==> config.mk <==
export PLATFORM = sky130hd
export DESIGN_NAME = rational_arithmetic_unit
export DESIGN_NICKNAME = d
export VERILOG_FILES = /design/src/hdl/rau_pkg.sv /design/src/hdl/rau_front.sv /design/src/hdl/rau_back.sv /design/src/hdl/rational_arithmetic_unit.sv
export SDC_FILE = /design/constraint.sdc
export NUM_CORES = 2
export LEC_CHECK = 0
export ABC_AREA = 1
export CAP_MARGIN = 25
export CORE_ASPECT_RATIO = 0.6
export CORE_MARGIN = 10
export CORE_UTILIZATION = 40
export CTS_CLUSTER_DIAMETER = 40
export DETAILED_ROUTE_END_ITERATION = 8
export DONT_BUFFER_PORTS = 1
export GPL_ROUTABILITY_DRIVEN = 0
export GPL_TIMING_DRIVEN = 0
export PLACE_DENSITY_LB_ADDON = 0.1
export SLEW_MARGIN = 20
export SYNTH_ARGS = -nofsm -noshare
export SYNTH_HDL_FRONTEND = slang
export SYNTH_HIERARCHICAL = 1
export SYNTH_SLANG_ARGS = --single-unit
==> constraint.sdc <==
create_clock -name clk -period 7.74 [get_ports clk]
set_clock_uncertainty 0.15 [all_clocks]
set_input_delay 0.774 -clock clk [delete_from_list [all_inputs] [get_ports clk]]
set_output_delay 0.774 -clock clk [all_outputs]
set_load 0.01 [all_outputs]
==> src/hdl/rau_pkg.sv <==
`default_nettype none
package rau_pkg;

  localparam int OPERAND_BITS = 16;
  localparam int PROD_BITS    = 2 * OPERAND_BITS;
  localparam int MAG_BITS     = PROD_BITS + 1;
  localparam int CNT_BITS     = $clog2(MAG_BITS + 1);
  localparam int RES_BITS     = 32;
  localparam int IN_BITS      = ((4 * OPERAND_BITS + 7) / 8) * 8;
  localparam int OUT_BITS     = 2 * RES_BITS;
  localparam int QDEPTH       = 2;

  typedef enum logic [1:0] {
    KIND_ADD = 2'd0,
    KIND_SUB = 2'd1,
    KIND_MUL = 2'd2,
    KIND_DIV = 2'd3
  } kind_t;

  // Raw fraction in sign and magnitude, handed from front to back.
  typedef struct packed {
    logic                n_neg;
    logic [MAG_BITS-1:0] n_mag;
    logic                d_neg;
    logic [MAG_BITS-1:0] d_mag;
  } raw_frac_t;

endpackage
`default_nettype wire

==> src/hdl/rau_front.sv <==
`default_nettype none
module rau_front (
  input  wire logic                      clk,
  input  wire logic                      rst,
  input  wire logic                      in_valid,
  output logic                           in_ready,
  input  wire logic [1:0]                in_kind,
  input  wire logic [4*rau_pkg::OPERAND_BITS-1:0] in_ops,
  output logic                           q_valid,
  input  wire logic                      q_ready,
  output rau_pkg::raw_frac_t             q_data
);
  import rau_pkg::*;

  typedef enum logic [3:0] {
    F_IDLE = 4'b0001,
    F_MUL1 = 4'b0010,
    F_MUL2 = 4'b0100,
    F_SUM  = 4'b1000
  } fstate_t;

  fstate_t state;
  logic [1:0] kind;
  logic [OPERAND_BITS-1:0] an, ad, bn, bd;
  logic                    p1_neg, p2_neg;
  logic [PROD_BITS-1:0]    p1_mag, p2_mag;
  logic                    d_neg;
  logic [PROD_BITS-1:0]    d_mag;
  logic                    mx_neg, my_neg;
  logic [OPERAND_BITS-1:0] mx, my;
  logic [OPERAND_BITS-1:0] mx_mag, my_mag;
  logic [PROD_BITS-1:0]    mprod;
  logic                    t_neg;
  logic                    s_neg;
  logic [MAG_BITS-1:0]     s_mag;
  logic                    push;

  // Two-entry queue to the back part.
  raw_frac_t qmem [QDEPTH];
  logic [0:0] wptr, rptr;
  logic [1:0] count;

  function automatic logic [OPERAND_BITS-1:0] mag_of(input logic [OPERAND_BITS-1:0] v);
    mag_of = v[OPERAND_BITS-1] ? (~v + 1'b1) : v;
  endfunction

  // Shared multiplier: the first numerator product in F_MUL1, then the denominator product.
  always_comb begin
    if (state == F_MUL1) begin
      mx = an;
      my = (kind == KIND_MUL) ? bn : bd;
    end else begin
      mx = ad;
      my = (kind == KIND_DIV) ? bn : bd;
    end
    mx_neg = mx[OPERAND_BITS-1];
    my_neg = my[OPERAND_BITS-1];
    mx_mag = mag_of(mx);
    my_mag = mag_of(my);
    mprod  = PROD_BITS'(mx_mag) * PROD_BITS'(my_mag);
  end

  // Signed add or subtract of the two cross products.
  always_comb begin
    t_neg = p2_neg ^ (kind == KIND_SUB);
    if ((p1_neg == t_neg) || (p2_mag == '0)) begin
      s_mag = {1'b0, p1_mag} + {1'b0, p2_mag};
      s_neg = (p2_mag == '0) ? p1_neg : p1_neg;
    end else if (p1_mag >= p2_mag) begin
      s_mag = {1'b0, p1_mag - p2_mag};
      s_neg = p1_neg;
    end else begin
      s_mag = {1'b0, p2_mag - p1_mag};
      s_neg = t_neg;
    end
    if (s_mag == '0) s_neg = 1'b0;
  end

  assign in_ready = (state == F_IDLE);
  assign push     = (state == F_SUM) && (count != 2'(QDEPTH));

  always_ff @(posedge clk) begin
    if (rst) begin
      state <= F_IDLE;
    end else begin
      unique case (state)
        F_IDLE: if (in_valid) state <= F_MUL1;
        F_MUL1: state <= F_MUL2;
        F_MUL2: state <= F_SUM;
        F_SUM:  if (push) state <= F_IDLE;
        default: state <= F_IDLE;
      endcase
    end
  end

  always_ff @(posedge clk) begin
    if (state == F_IDLE && in_valid) begin
      kind <= in_kind;
      an   <= in_ops[OPERAND_BITS-1:0];
      ad   <= in_ops[2*OPERAND_BITS-1:OPERAND_BITS];
      bn   <= in_ops[3*OPERAND_BITS-1:2*OPERAND_BITS];
      bd   <= in_ops[4*OPERAND_BITS-1:3*OPERAND_BITS];
    end
    if (state == F_MUL1) begin
      p1_mag <= mprod;
      p1_neg <= (mprod != '0) && (mx_neg != my_neg);
    end
    if (state == F_MUL2) begin
      if (kind == KIND_MUL || kind == KIND_DIV) begin
        d_mag  <= mprod;
        d_neg  <= (mprod != '0) && (mx_neg != my_neg);
        p2_mag <= '0;
        p2_neg <= 1'b0;
      end else begin
        // Add and subtract still need the second cross product bn*ad.
        p2_mag <= PROD_BITS'(mag_of(bn)) * PROD_BITS'(mag_of(ad));
        p2_neg <= (bn[OPERAND_BITS-1] != ad[OPERAND_BITS-1]);
        d_mag  <= mprod;
        d_neg  <= (mprod != '0) && (mx_neg != my_neg);
      end
    end
  end

  // Queue pointers.
  always_ff @(posedge clk) begin
    if (rst) begin
      wptr  <= '0;
      rptr  <= '0;
      count <= '0;
    end else begin
      if (push) wptr <= wptr + 1'b1;
      if (q_valid && q_ready) rptr <= rptr + 1'b1;
      count <= count + 2'(push) - 2'(q_valid && q_ready);
    end
  end

  always_ff @(posedge clk) begin
    if (push) begin
      qmem[wptr] <= '{n_neg: s_neg, n_mag: s_mag,
                      d_neg: d_neg, d_mag: {1'b0, d_mag}};
    end
  end

  assign q_valid = (count != '0);
  assign q_data  = qmem[rptr];
endmodule
`default_nettype wire

==> src/hdl/rau_back.sv <==
`default_nettype none
module rau_back (
  input  wire logic                 clk,
  input  wire logic                 rst,
  input  wire logic                 q_valid,
  output logic                      q_ready,
  input  wire rau_pkg::raw_frac_t   q_data,
  output logic                      out_valid,
  input  wire logic                 out_ready,
  output logic [rau_pkg::RES_BITS-1:0] out_num,
  output logic [rau_pkg::RES_BITS-1:0] out_den,
  output logic                      out_dz
);
  import rau_pkg::*;

  typedef enum logic [5:0] {
    B_IDLE = 6'b000001,
    B_GCD  = 6'b000010,
    B_MOD  = 6'b000100,
    B_DIVN = 6'b001000,
    B_DIVD = 6'b010000,
    B_OUT  = 6'b100000
  } bstate_t;

  bstate_t state;
  raw_frac_t cur;
  logic [MAG_BITS-1:0] p, q, g;
  // Restoring divider shared by the gcd remainders and the final quotients.
  logic [MAG_BITS-1:0] dv_rem, dv_quo, dv_div;
  logic [CNT_BITS-1:0] cnt;
  logic [MAG_BITS:0]   trial;
  logic [MAG_BITS-1:0] quo_s;

  assign trial   = {dv_rem, dv_quo[MAG_BITS-1]} - {1'b0, dv_div};
  assign q_ready = (state == B_IDLE);

  always_comb begin
    quo_s = dv_quo << 1;
    if (!trial[MAG_BITS]) quo_s[0] = 1'b1;
  end

  always_ff @(posedge clk) begin
    if (rst) begin
      state     <= B_IDLE;
      out_valid <= 1'b0;
    end else begin
      unique case (state)
        B_IDLE: if (q_valid) begin
          cur <= q_data;
          p   <= q_data.n_mag;
          q   <= q_data.d_mag;
          if (q_data.d_mag == '0) begin
            out_num   <= '0;
            out_den   <= '0;
            out_dz    <= 1'b1;
            out_valid <= 1'b1;
            state     <= B_OUT;
          end else begin
            state <= B_GCD;
          end
        end
        B_GCD: begin
          if (q == '0) begin
            g      <= p;
            dv_rem <= '0;
            dv_quo <= cur.n_mag;
            dv_div <= p;
            cnt    <= '0;
            state  <= B_DIVN;
          end else begin
            dv_rem <= '0;
            dv_quo <= p;
            dv_div <= q;
            cnt    <= '0;
            state  <= B_MOD;
          end
        end
        B_MOD: begin
          dv_rem <= trial[MAG_BITS] ? {dv_rem[MAG_BITS-2:0], dv_quo[MAG_BITS-1]}
                                    : trial[MAG_BITS-1:0];
          dv_quo <= quo_s;
          cnt    <= cnt + 1'b1;
          if (cnt == CNT_BITS'(MAG_BITS - 1)) begin
            p     <= q;
            q     <= trial[MAG_BITS] ? {dv_rem[MAG_BITS-2:0], dv_quo[MAG_BITS-1]}
                                     : trial[MAG_BITS-1:0];
            state <= B_GCD;
          end
        end
        B_DIVN: begin
          dv_rem <= trial[MAG_BITS] ? {dv_rem[MAG_BITS-2:0], dv_quo[MAG_BITS-1]}
                                    : trial[MAG_BITS-1:0];
          dv_quo <= quo_s;
          cnt    <= cnt + 1'b1;
          if (cnt == CNT_BITS'(MAG_BITS - 1)) begin
            out_num <= cur.n_neg ? RES_BITS'(~quo_s + 1'b1) : RES_BITS'(quo_s);
            dv_rem  <= '0;
            dv_quo  <= cur.d_mag;
            dv_div  <= g;
            cnt     <= '0;
            state   <= B_DIVD;
          end
        end
        B_DIVD: begin
          dv_rem <= trial[MAG_BITS] ? {dv_rem[MAG_BITS-2:0], dv_quo[MAG_BITS-1]}
                                    : trial[MAG_BITS-1:0];
          dv_quo <= quo_s;
          cnt    <= cnt + 1'b1;
          if (cnt == CNT_BITS'(MAG_BITS - 1)) begin
            out_den   <= cur.d_neg ? RES_BITS'(~quo_s + 1'b1) : RES_BITS'(quo_s);
            out_dz    <= 1'b0;
            out_valid <= 1'b1;
            state     <= B_OUT;
          end
        end
        B_OUT: if (out_ready) begin
          out_valid <= 1'b0;
          state     <= B_IDLE;
        end
        default: state <= B_IDLE;
      endcase
    end
  end
endmodule
`default_nettype wire

==> src/hdl/rational_arithmetic_unit.sv <==
`default_nettype none
// Rational arithmetic unit: adds, subtracts, multiplies or divides two
// signed fractions and reduces the result by the gcd of its magnitudes.
// Input channel s_axis_*: one beat carries the operation in tuser and the
// four operands in tdata. Output channel m_axis_*: one beat per input
// carries the reduced numerator and denominator in tdata and the
// zero-denominator flag in tuser.
// A front part forms the cross products with two multipliers and pushes
// them into a two-entry queue. A back part runs Euclid's loop on a
// bit-serial restoring divider, then two exact divisions by the gcd, of
// the numerator and of the denominator. Throughput is set by the back part,
// which takes one item at a time. A zero denominator skips the divider and
// yields 0/0.
// Reset (rst, synchronous) empties the queue and returns both parts to idle.
// When the receiver stalls, the result is held on m_axis_tdata; the queue fills
// and the front part then holds one more item before it stops accepting.
module rational_arithmetic_unit (
  input  wire logic                      clk,
  input  wire logic                      rst,
  input  wire logic                      s_axis_tvalid,
  output logic                           s_axis_tready,
  // a_num, a_den, b_num, b_den from bit 0 up
  input  wire logic [rau_pkg::IN_BITS-1:0] s_axis_tdata,
  // kind
  input  wire logic [1:0]                s_axis_tuser,
  output logic                           m_axis_tvalid,
  input  wire logic                      m_axis_tready,
  // res_num, res_den from bit 0 up
  output logic [rau_pkg::OUT_BITS-1:0]   m_axis_tdata,
  // div_zero
  output logic                           m_axis_tuser
);
  import rau_pkg::*;

  logic      q_valid, q_ready;
  raw_frac_t q_data;
  logic [RES_BITS-1:0] num, den;

  rau_front u_front (
    .clk      (clk),
    .rst      (rst),
    .in_valid (s_axis_tvalid),
    .in_ready (s_axis_tready),
    .in_kind  (s_axis_tuser),
    .in_ops   (s_axis_tdata[4*OPERAND_BITS-1:0]),
    .q_valid  (q_valid),
    .q_ready  (q_ready),
    .q_data   (q_data)
  );

  rau_back u_back (
    .clk       (clk),
    .rst       (rst),
    .q_valid   (q_valid),
    .q_ready   (q_ready),
    .q_data    (q_data),
    .out_valid (m_axis_tvalid),
    .out_ready (m_axis_tready),
    .out_num   (num),
    .out_den   (den),
    .out_dz    (m_axis_tuser)
  );

  assign m_axis_tdata = {den, num};
endmodule
`default_nettype wire

==> impl_metrics.csv <==
group,metric,value,unit
cts,cts_tree,"built",
sta,fin_setup_tns,-0.631,ns
routing,routedWlPerCell,23.5,um
worst_setup_path,rr_startpoint,"u_front/state[2]",
cts,cts_buffers,82,
sta,setup_viol,4,
sta,finalCriticalPeriod,8.02,ns
worst_setup_path,path_class,"flip-flop to flip-flop",
sta,max_slew.worst_pin.slew,1.10,ns
worst_setup_path,slowest_stage,"fa_1",
min_path,holdCritPathClass,"primary input to flip-flop",
sta,post-route-period-util,104,%
yosys,synth_cells,6468,
yosys,yosys_warnings,6,
cts,cts_htree_levels,3,
sta,maxSlewViolCount,0,
sta,rsz0062_at_grt,"true",
grt,grt_first_pass_wirelength,300000,um
worst_setup_path,crit_fanout,7,
yosys,synth-edff-count,636,
cts,path_clk_slew,0.05,ns
floorplanning,core-area,0.135,mm2
routing,num_vias,47695,
cts,clock-root-buffer,"clkbuf_16",
placed_design,hpwlAfterDp,165000,um
worst_setup_path,startpoint_type,"flip-flop",
placed_design,io_buffer_count,0,
yosys,yosysSeqAreaShare,35.7,%
yosys,synth_fp_nets,7275,
grt,gr-total-overflow,0,
grt,grt_pass1_vias,45209,
floorplanning,die_w,496,um
sta,fmaxAchievable,0.125,GHz
grt,antenna_found_initial,4,
worst_setup_path,critPathArrivalTime,8.32,ns
worst_setup_path,crit_family,"adder cells",
floorplanning,initial_core_util,40.4,%
worst_setup_path,worstPathBufferInverterCount,8,
yosys,avgSynthCellArea,8.42,um2
routing,dr.pass1.iters,7,
routing,ant_nets,0,
worst_setup_path,critPathRequiredTime,8.04,ns
floorplanning,io_pins,137,
yosys,synth-seq-cells,652,
routing,drc,0,
yosys,synth_area,0.0544,mm2
run,max-cap-violations,0,
routing,via_per_inst,5.47,
yosys,synthArstFlopShare,0,%
yosys,synthDistinctLibCells,58,
worst_setup_path,slowest_delay,0.55,ns
cts,numClockSinks,652,
grt,grt.total_usage,26.5,%
routing,drtIter0Drc,6108,
outcome,violations,"negative setup slack",
sta,final.setup.worst_slack,-0.278,ns
floorplanning,num_rows,104,
finish,diodes,0,
cts,clk-insertion-delay-late,0.72,ns
worst_setup_path,endpoint_kind,"flip-flop",
sta,finalHoldViolCount,0,
cts,clk_path_buf_depth,3,
yosys,synth_ff_type,"edfxtp_1",
routing,wirelength,205000,um
floorplanning,die_area,0.152,mm2
worst_setup_path,critPathLaunch,"u_front/state[2]",
finish,areaGrowthSynthToFinish,19.5,%
grt,grt_start_max_net_pins,27,
finish,fin_nets,7658,
finish,drive_gt1_share,14.4,%
outcome,status,"finished with violations",
min_path,hp-start,"rst",
floorplanning,die_y,306,um
sta,slew_headroom,26.9,%
final cells by class:
| class | count | area, um2 |
|---|---|---|
| Fill cell | 12980 | 69600 |
| Multi-Input combinational cell | 4415 | 31800 |
| Sequential cell | 652 | 19400 |
| Inverter | 1208 | 4620 |
| Timing Repair Buffer | 302 | 2990 |
| Tap cell | 1802 | 2250 |
| Clock buffer | 93 | 2130 |
| Buffer | 190 | 1180 |
| Clock inverter | 59 | 704 |
Yosys cell counts (5+ instances only):
library cell | instances | area share [%]
nand2_1 | 1487 | 10
inv_1 | 1174 | 8.1
edfxtp_1 | 636 | 35
nor2_1 | 621 | 4.3
fa_1 | 392 | 14
ha_1 | 345 | 7.9
nand3_1 | 333 | 3.1
a21oi_1 | 308 | 2.8
o21ai_0 | 272 | 2.5
clkbuf_1 | 109 | 0.75
xor2_1 | 95 | 1.5
o21ai_1 | 72 | 0.66
mux2_2 | 67 | 1.4
buf_2 | 58 | 0.53
nand4_1 | 55 | 0.63
nor3_1 | 52 | 0.48
a31oi_1 | 42 | 0.48
nor4_1 | 34 | 0.39
xnor2_1 | 30 | 0.48
o221ai_1 | 28 | 0.45
inv_2 | 27 | 0.19
o211ai_1 | 26 | 0.36
nand2_2 | 24 | 0.28
dfxtp_1 | 16 | 0.59
o21bai_1 | 15 | 0.21
o21a_1 | 14 | 0.19
a21o_1 | 13 | 0.18
or2_2 | 13 | 0.15
buf_1 | 9 | 0.062
buf_4 | 9 | 0.12
nand3_2 | 9 | 0.17
buf_6 | 8 | 0.17
nand3b_1 | 8 | 0.11
clkinv_1 | 7 | 0.048
nor3_2 | 6 | 0.11
o22a_1 | 6 | 0.097
a211oi_1 | 5 | 0.069
a21boi_0 | 5 | 0.069
nand2_4 | 5 | 0.10
worst register-to-register path, delay by kind of cell (launching register included):
| kind | cells | cell delay (ns) |
|---|---|---|
| compound gates | 5 | 0.90 |
| xor+xnor | 1 | 0.20 |
| fa+ha+maj | 8 | 3.36 |
| buf+inv | 8 | 0.91 |
| flops | 1 | 0.33 |
| simple gates | 19 | 1.95 |
routing by layer:
layer | global-route usage (%) | up-vias | wire length (um)
met5 | 0 | - | 69
met4 | 3.92 | 8 | 2850
met3 | 12.1 | 196 | 33300
met2 | 31.2 | 2478 | 70600
met1 | 42.8 | 23475 | 98500
li1 | - | 21538 | -
path summary, 6_finish.rpt:
check	to	cells past startpoint	slack, ns
max reg2reg	u_front/d_neg	41	-0.28
max	u_front/d_neg	41	-0.28
min reg2reg	u_front/qmem[1][31]	0	0.30
min	u_front/state[0]	2	0.07
timing repair:
action                                 4_1_cts  5_1_grt
pin swaps                                  124      153
resized for setup                          374      296
gates cloned                                 1        2
setup buffers                              121       72
endpoints found under the hold margin       70        0
hold buffers                                67        0
setup endpoints to repair                   73       60
through the flow:
stage	cell area [um2]	util [%]	worst slack [ns]	hold WS, ns	std cells
finish	65100	48.3	-0.278	0.0715	8721
global route	65100	48.3	-0.633	0.0407	8721
CTS	63500	47.1	-0.259	0.00634	8653
detailed placement	57500	42.7	-2.56	0.285	8314
global placement	56700	42.1	-4.49	0.274	8270
floorplan	54400	-	0.00294	0.271	6468
state kept, by name, summed over array words and instances, names as in the netlist, 4 cells and up, named ones only:
register / count
u_back/out_num: 32
u_back/cur: 68
u_front/bn: 16
u_back/state: 6
u_back/out_den: 32
u_back/dv_quo: 33
u_back/g: 33
u_front/an: 16
u_front/p2_mag: 32
u_back/dv_rem: 33
u_front/ad: 16
u_front/state: 4
u_back/q: 33
u_back/p: 33
u_back/dv_div: 33
u_front/bd: 16
u_back/cnt: 6
u_front/qmem: 134
u_front/d_mag: 32
u_front/p1_mag: 32
cells in the final DEF, fill, tap and decap left out, types with 176 or more instances in the layout:
master,synthesis,layout
inv_1,1174,1125
edfxtp_1,636,636
nor2_1,621,582
fa_1,392,374
nand2_1,1487,1403
o21ai_0,272,237
buf_4,9,176
a21oi_1,308,280
nand3_1,333,316
ha_1,345,318
kinds of logic (layout without fill, tap and decap cells):
family / after synthesis / in the layout / share of synthesized area (%)
other: 1 / 1 / 0.00689
AND/OR/NAND/NOR: 2665 / 2665 / 20.3
flip-flops: 652 / 652 / 35.7
AO/OA/AOI/OAI: 820 / 820 / 8.33
adder cells (fa/ha/maj): 737 / 737 / 22.3
XOR/XNOR: 125 / 125 / 2.01
buffers and inverters: 1401 / 1852 / 9.97
multiplexers: 67 / 67 / 1.39
Power is not shown: default switching activity piles up to over one toggle a cycle in this logic, so the estimate is an artifact.
